**config.mk**
```make
export PLATFORM = sky130hd
export DESIGN_NAME = sge_front
export DESIGN_NICKNAME = d
export VERILOG_FILES = /design/src/hw/rtl/sge_pkg.sv /design/src/hw/rtl/sge_front.sv
export SDC_FILE = /design/constraint.sdc
export NUM_CORES = 1
export LEC_CHECK = 0
export CAP_MARGIN = 5
export CORE_AREA = 8 8 146 148
export DETAILED_ROUTE_END_ITERATION = 6
export DIE_AREA = 0 0 154 156
export DONT_BUFFER_PORTS = 1
export PLACE_DENSITY = 0.3
export SYNTH_ARGS = -nofsm -noshare
export SYNTH_HDL_FRONTEND = slang
export SYNTH_SLANG_ARGS = --single-unit
```
**constraint.sdc**
```tcl
create_clock -name vclk -period 1.6
set_input_delay 0 -clock vclk [all_inputs]
set_output_delay 0 -clock vclk [all_outputs]
set_load 0.02 [all_outputs]
```
**src/hw/rtl/sge_pkg.sv**
```systemverilog
`timescale 1ns / 1ps
`default_nettype none
// ----------------------------------------------------------------------------
// sge_pkg: shared types and constants of the gate engine
// Item kinds, status codes, field widths and the command word that the
// front end hands to the back end through the command queue.
// ----------------------------------------------------------------------------
package sge_pkg;

    localparam int MAX_QUBITS_DEF = 10;
    localparam int AMP_WIDTH_DEF  = 18;

    localparam int FRAC_BITS = 16;
    localparam int MAT_W     = 18;
    localparam int RND_W     = 32;
    localparam int QIDX_W    = 4;
    localparam int CFG_W     = 4;
    localparam int OUT_W     = 10;
    localparam int CFG_RESET = 10;

    localparam logic [1:0] KIND_GATE = 2'd0;
    localparam logic [1:0] KIND_CNOT = 2'd1;
    localparam logic [1:0] KIND_MEAS = 2'd2;
    localparam logic [1:0] KIND_INIT = 2'd3;

    localparam logic [1:0] ST_DONE  = 2'd0;
    localparam logic [1:0] ST_RANGE = 2'd1;
    localparam logic [1:0] ST_SAME  = 2'd2;

    typedef struct packed {
        logic [1:0]              kind;
        logic [1:0]              status;
        logic [QIDX_W-1:0]       target;
        logic [QIDX_W-1:0]       control;
        logic signed [MAT_W-1:0] m00_re;
        logic signed [MAT_W-1:0] m00_im;
        logic signed [MAT_W-1:0] m01_re;
        logic signed [MAT_W-1:0] m01_im;
        logic signed [MAT_W-1:0] m10_re;
        logic signed [MAT_W-1:0] m10_im;
        logic signed [MAT_W-1:0] m11_re;
        logic signed [MAT_W-1:0] m11_im;
        logic [RND_W-1:0]        rnd;
    } cmd_t;

endpackage
`default_nettype wire

```
**src/hw/rtl/sge_front.sv**
```systemverilog
`timescale 1ns / 1ps
`default_nettype none
// ----------------------------------------------------------------------------
// sge_front: input classification
// Checks qubit indexes against the effective qubit count, builds the
// command word and pushes it into the command queue.
// ----------------------------------------------------------------------------
module sge_front #(
    parameter int MAX_QUBITS = sge_pkg::MAX_QUBITS_DEF,
    parameter int NQ_W       = $clog2(MAX_QUBITS + 1)
) (
    input  wire logic                           s_valid,
    output logic                                s_ready,
    input  wire logic [1:0]                     s_kind,
    input  wire logic [sge_pkg::QIDX_W-1:0]     s_target_qubit,
    input  wire logic [sge_pkg::QIDX_W-1:0]     s_control_qubit,
    input  wire logic signed [sge_pkg::MAT_W-1:0] s_m00_re,
    input  wire logic signed [sge_pkg::MAT_W-1:0] s_m00_im,
    input  wire logic signed [sge_pkg::MAT_W-1:0] s_m01_re,
    input  wire logic signed [sge_pkg::MAT_W-1:0] s_m01_im,
    input  wire logic signed [sge_pkg::MAT_W-1:0] s_m10_re,
    input  wire logic signed [sge_pkg::MAT_W-1:0] s_m10_im,
    input  wire logic signed [sge_pkg::MAT_W-1:0] s_m11_re,
    input  wire logic signed [sge_pkg::MAT_W-1:0] s_m11_im,
    input  wire logic [sge_pkg::RND_W-1:0]      s_random_fraction,
    input  wire logic [sge_pkg::CFG_W-1:0]      active_qubits,
    input  wire logic                           init_busy,
    input  wire logic                           q_full,
    output logic                                q_push,
    output sge_pkg::cmd_t                       q_cmd,
    output logic [NQ_W-1:0]                     n_eff
);
    import sge_pkg::*;

    logic t_bad;
    logic c_bad;

    // clamp the register to 1..MAX_QUBITS
    always_comb begin
        if (active_qubits == '0) begin
            n_eff = NQ_W'(1);
        end else if (int'(active_qubits) > MAX_QUBITS) begin
            n_eff = NQ_W'(MAX_QUBITS);
        end else begin
            n_eff = NQ_W'(active_qubits);
        end
    end

    assign t_bad = int'(s_target_qubit) >= int'(n_eff);
    assign c_bad = int'(s_control_qubit) >= int'(n_eff);

    always_comb begin
        q_cmd.kind    = s_kind;
        q_cmd.target  = s_target_qubit;
        q_cmd.control = s_control_qubit;
        q_cmd.m00_re  = s_m00_re;
        q_cmd.m00_im  = s_m00_im;
        q_cmd.m01_re  = s_m01_re;
        q_cmd.m01_im  = s_m01_im;
        q_cmd.m10_re  = s_m10_re;
        q_cmd.m10_im  = s_m10_im;
        q_cmd.m11_re  = s_m11_re;
        q_cmd.m11_im  = s_m11_im;
        q_cmd.rnd     = s_random_fraction;
        q_cmd.status  = ST_DONE;
        unique case (s_kind)
            KIND_GATE: begin
                if (t_bad) q_cmd.status = ST_RANGE;
            end
            KIND_CNOT: begin
                if (t_bad || c_bad) begin
                    q_cmd.status = ST_RANGE;
                end else if (s_target_qubit == s_control_qubit) begin
                    q_cmd.status = ST_SAME;
                end
            end
            default: q_cmd.status = ST_DONE;
        endcase
    end

    assign s_ready = !q_full && !init_busy;
    assign q_push  = s_valid && s_ready;

endmodule
`default_nettype wire

```
# Word-level counts from Yosys, hierarchy flattened
# Index checks and enable logic that the tools add are counted.
dict set report classes {
  eq_ne 2
  n_reduce_logical 7
  n_lt_le_gt_ge 3
  n_mux 6
}
# operator count
set op_table {}
lappend op_table {{$ge A4 B4 Y1} 2}
lappend op_table {{$mux W4} 2}
lappend op_table {{$eq A4 B4 Y1} 1}
lappend op_table {{$gt A4 B4 Y1 const B} 1}
lappend op_table {{$logic_not A4 Y1} 1}
lappend op_table {{$mux W2} 2}
lappend op_table {{$pmux W2 S2} 1}
lappend op_table {{$eq A2 B1 Y1 const B} 1}
lappend op_table {{$logic_and A1 B1 Y1} 2}
lappend op_table {{$logic_not A1 Y1} 2}
lappend op_table {{$logic_not A2 Y1} 1}
lappend op_table {{$logic_or A1 B1 Y1} 1}
lappend op_table {{$mux W1} 1}
dict set report totals {
  out_inout_bits 194
  ff_bits 0
}

# Depth between registers and ports, before layout
dict set report depth {
  depth_word 7
  ltp_mapped 7
}

# Worst setup path after synthesis
# Ideal clock, no wire load.
dict set report synth_path {
  kind {input to output}
  start {in active_qubits[3] (netlist bit)}
  end {out q_cmd[185] (netlist bit)}
  path_buffers 0
  path_slack_ns 0.180
  path_stages 6
  arrival_time_ns 1.420
  cell_sequence {inv_1 > maj3_1 > ha_1 > o21ai_0 > o2bb2ai_1 > and4_1}
}
# item line_no
set synth_lines {}
lappend synth_lines {{from (decl)} sge_front.sv:26} ;# input wire logic [sge_pkg::CFG_W-1:0] active_qubits,
lappend synth_lines {{to (decl)} sge_front.sv:30} ;# output sge_pkg::cmd_t q_cmd,

==> impl_metrics.yaml <==
place:
  post-dp-hpwl_mm: 3.42
  portBuffers: 0
  place_ws_ps: 171
  gp_congestion: 0.657
finish:
  antenna_cells: 0
  fillers: 2264
  n_clock_buffer: 0
  multiInputGateArea_um2: 250
  nets: 243
  area_growth_pct: -64.9
  drive_gt1_share_pct: 5.00
  nFlopsAndLatches: 0
  seq_area_um2: 0
timing:
  worst_pin_slew_ps: 512
  hold_viol_final: 0
  fin_crit_sh_pct: 87.8
  setup_ws_ps: 195
  setup_viol: 0
  relSlewSlack_pct: 65.7
  setup_tns_ps: 0
  grt_setup_unrepaired: "false"
  period_needed_ps: 1400
  drv_slew: 0
  fmax_ghz: 0.712
global_routing:
  grtUsageTotal_pct: 2.78
  grt_pass1_vias: 617
  overflow: 0
  grt_pass1_wl_mm: 4.83
  antenna_found_initial: 0
  grt_start_max_net_pins: 5
synthesis:
  yosysTopAreaCell: "buf_4"
  muxShareOfSynthArea_pct: 0
  synth_top_area_share_pct: 83.3
  synth_area_leaders: "buf_4 (83%), ha_1 (6.0%), xor2_1 (2.1%), inv_1 (1.6%), o2bb2ai_1 (1.0%)"
  syn-cell-area_um2: 1680
  avgSynthCellArea_um2: 7.45
  synth_warnings: 0
  synth_top_family_by_area: "buffers and inverters"
  ys_types: 17
  synth-simple-area-share_pct: 3.06
  yosysMostFrequentCell: "buf_4"
  netlist_top_cells_count: "buf_4 (186), ha_1 (8), inv_1 (7), xor2_1 (4)"
  synth_xor_area_share_pct: 2.09
  seq_area_frac_synth_pct: 0
  synth_fa_ha_area_share_pct: 6.57
  syn_inst: 225
  syn-num-nets: 426
  synth_compound_area_share_pct: 3.21
floorplanning:
  die_w_um: 154
  fp.coreArea_um2: 19100
  die_h_um: 156
  initial_utilization_pct: 8.79
  dieArea_um2: 24000
  core.rowCount: 51
  io_pins: 387
clock_network:
  cts_resized: 0
  postCtsSetupRepairBufs: 0
  hold_buffers: 0
route:
  viasPerCell: 1.92
  wl_mm: 3.90
  drc: 0
  wl_per_cell_um: 14.0
  vias: 535
  drt_iter0_markers: 18
  first_pass_iters: 2
  antenna_left: 0
critical_path:
  arrival_ps: 1400
  crit_path_end: "q_cmd[185]"
  startpoint: "active_qubits[3]"
  cp.required_ps: 1600
  crit_type: "primary input to primary output"
  end_kind: "primary output"
  critPathMaxFanout: 4
  worst_setup_path_start_kind: "primary input"
outcome:
  status: "completed"
job:
  maxCapViolations: 0
pwr:
  power_density_nw_per_um2: 162
  p_comb_share_pct: 100.0
  switching_share_pct: 59.1
  p_int_uw: 39.1
  pwr-share-clk_pct: 0
  ir_drop_mv: 0.0194
  power_leakage_uw: 0.000157
  power_switching_uw: 56.4
  seq_power_share_pct: 0
worst_hold_path:
  hp-class: "primary input to primary output"
  holdPathStages: 0
==> logic make-up after synthesis <==
group,count (synthesis)
and+or+nand+nor,10
buffers and inverters,194
AOI/OAI and AO/OA,8
xor gates and xnor gates,4
adders and majority gates,9
==> area by class of cell <==
class                           instances  area share, %
Inverter                                7           4.46
Multi-Input combinational cell         31           42.5
Tap cell                              238           50.5
Timing Repair Buffer                    2           2.55
==> power groups by stage <==
stage,clock [µW],sequential (µW),combinational (µW)
after floorplan,0,0,749
after global routing,0,0,107
final,0,0,95.5
after detailed placement,0,0,99.2
after global placement,0,0,97.9
after CTS,0,0,99.5
==> worst min path at each step <==
| stage | start | to | slack, ps |
|---|---|---|---|
| finish | s_m00_re[0] | q_cmd[158] | 0.007 |
| detailed placement | s_m01_im[8] | q_cmd[112] | 0.1 |
| global route | s_m00_re[4] | q_cmd[162] | 0.03 |
| floorplan | q_full | s_ready | 80 |
| global placement | s_m01_im[8] | q_cmd[112] | 0.1 |
| CTS | s_m01_im[8] | q_cmd[112] | 0.1 |
==> per-stage QoR <==
step / area, µm² / instances / hold slack, ps / total power (µW) / util, %
final: 589 / 278 / 0.00650 / 95.5 / 3.09
after global routing: 589 / 278 / 0.0292 / 107 / 3.09
after CTS: 589 / 278 / 0.137 / 99.5 / 3.09
after detailed placement: 589 / 278 / 0.137 / 99.2 / 3.09
after global placement: 589 / 278 / 0.137 / 97.9 / 3.09
after floorplan: 1680 / 225 / 79.6 / 749 / -
==> worst max-delay path, cell delays in order <==
cell and delay, ps:
inv_1 60, maj3_1 400, ha_1 290, o21ai_0 160, o2bb2ai_1 150, and4_1 340
==> cells in the final DEF, fill, tap and decap left out, drive strengths merged <==
master,netlist,routed
and4,1,1
and2,1,1
o2bb2ai,2,2
nor3,3,3
nand2b,1,1
o21a,2,2
nand2,1,1
o21ai,2,2
buf,186,2
maj3,1,1
o22ai,1,1
inv,7,7
a21oi,1,1
ha,8,8
nor2,3,3
xor2,4,4
==> layer usage <==
metal | track usage (%) | vias to the layer above | wire [µm]
li1 | - | 136 | -
met1 | 0.928 | 186 | 529
met2 | 4.59 | 113 | 1720
met3 | 1.83 | 100 | 800
met4 | 6.30 | 0 | 844
met5 | 0 | - | 0
Note: power is estimated with default switching activity, not from simulation.
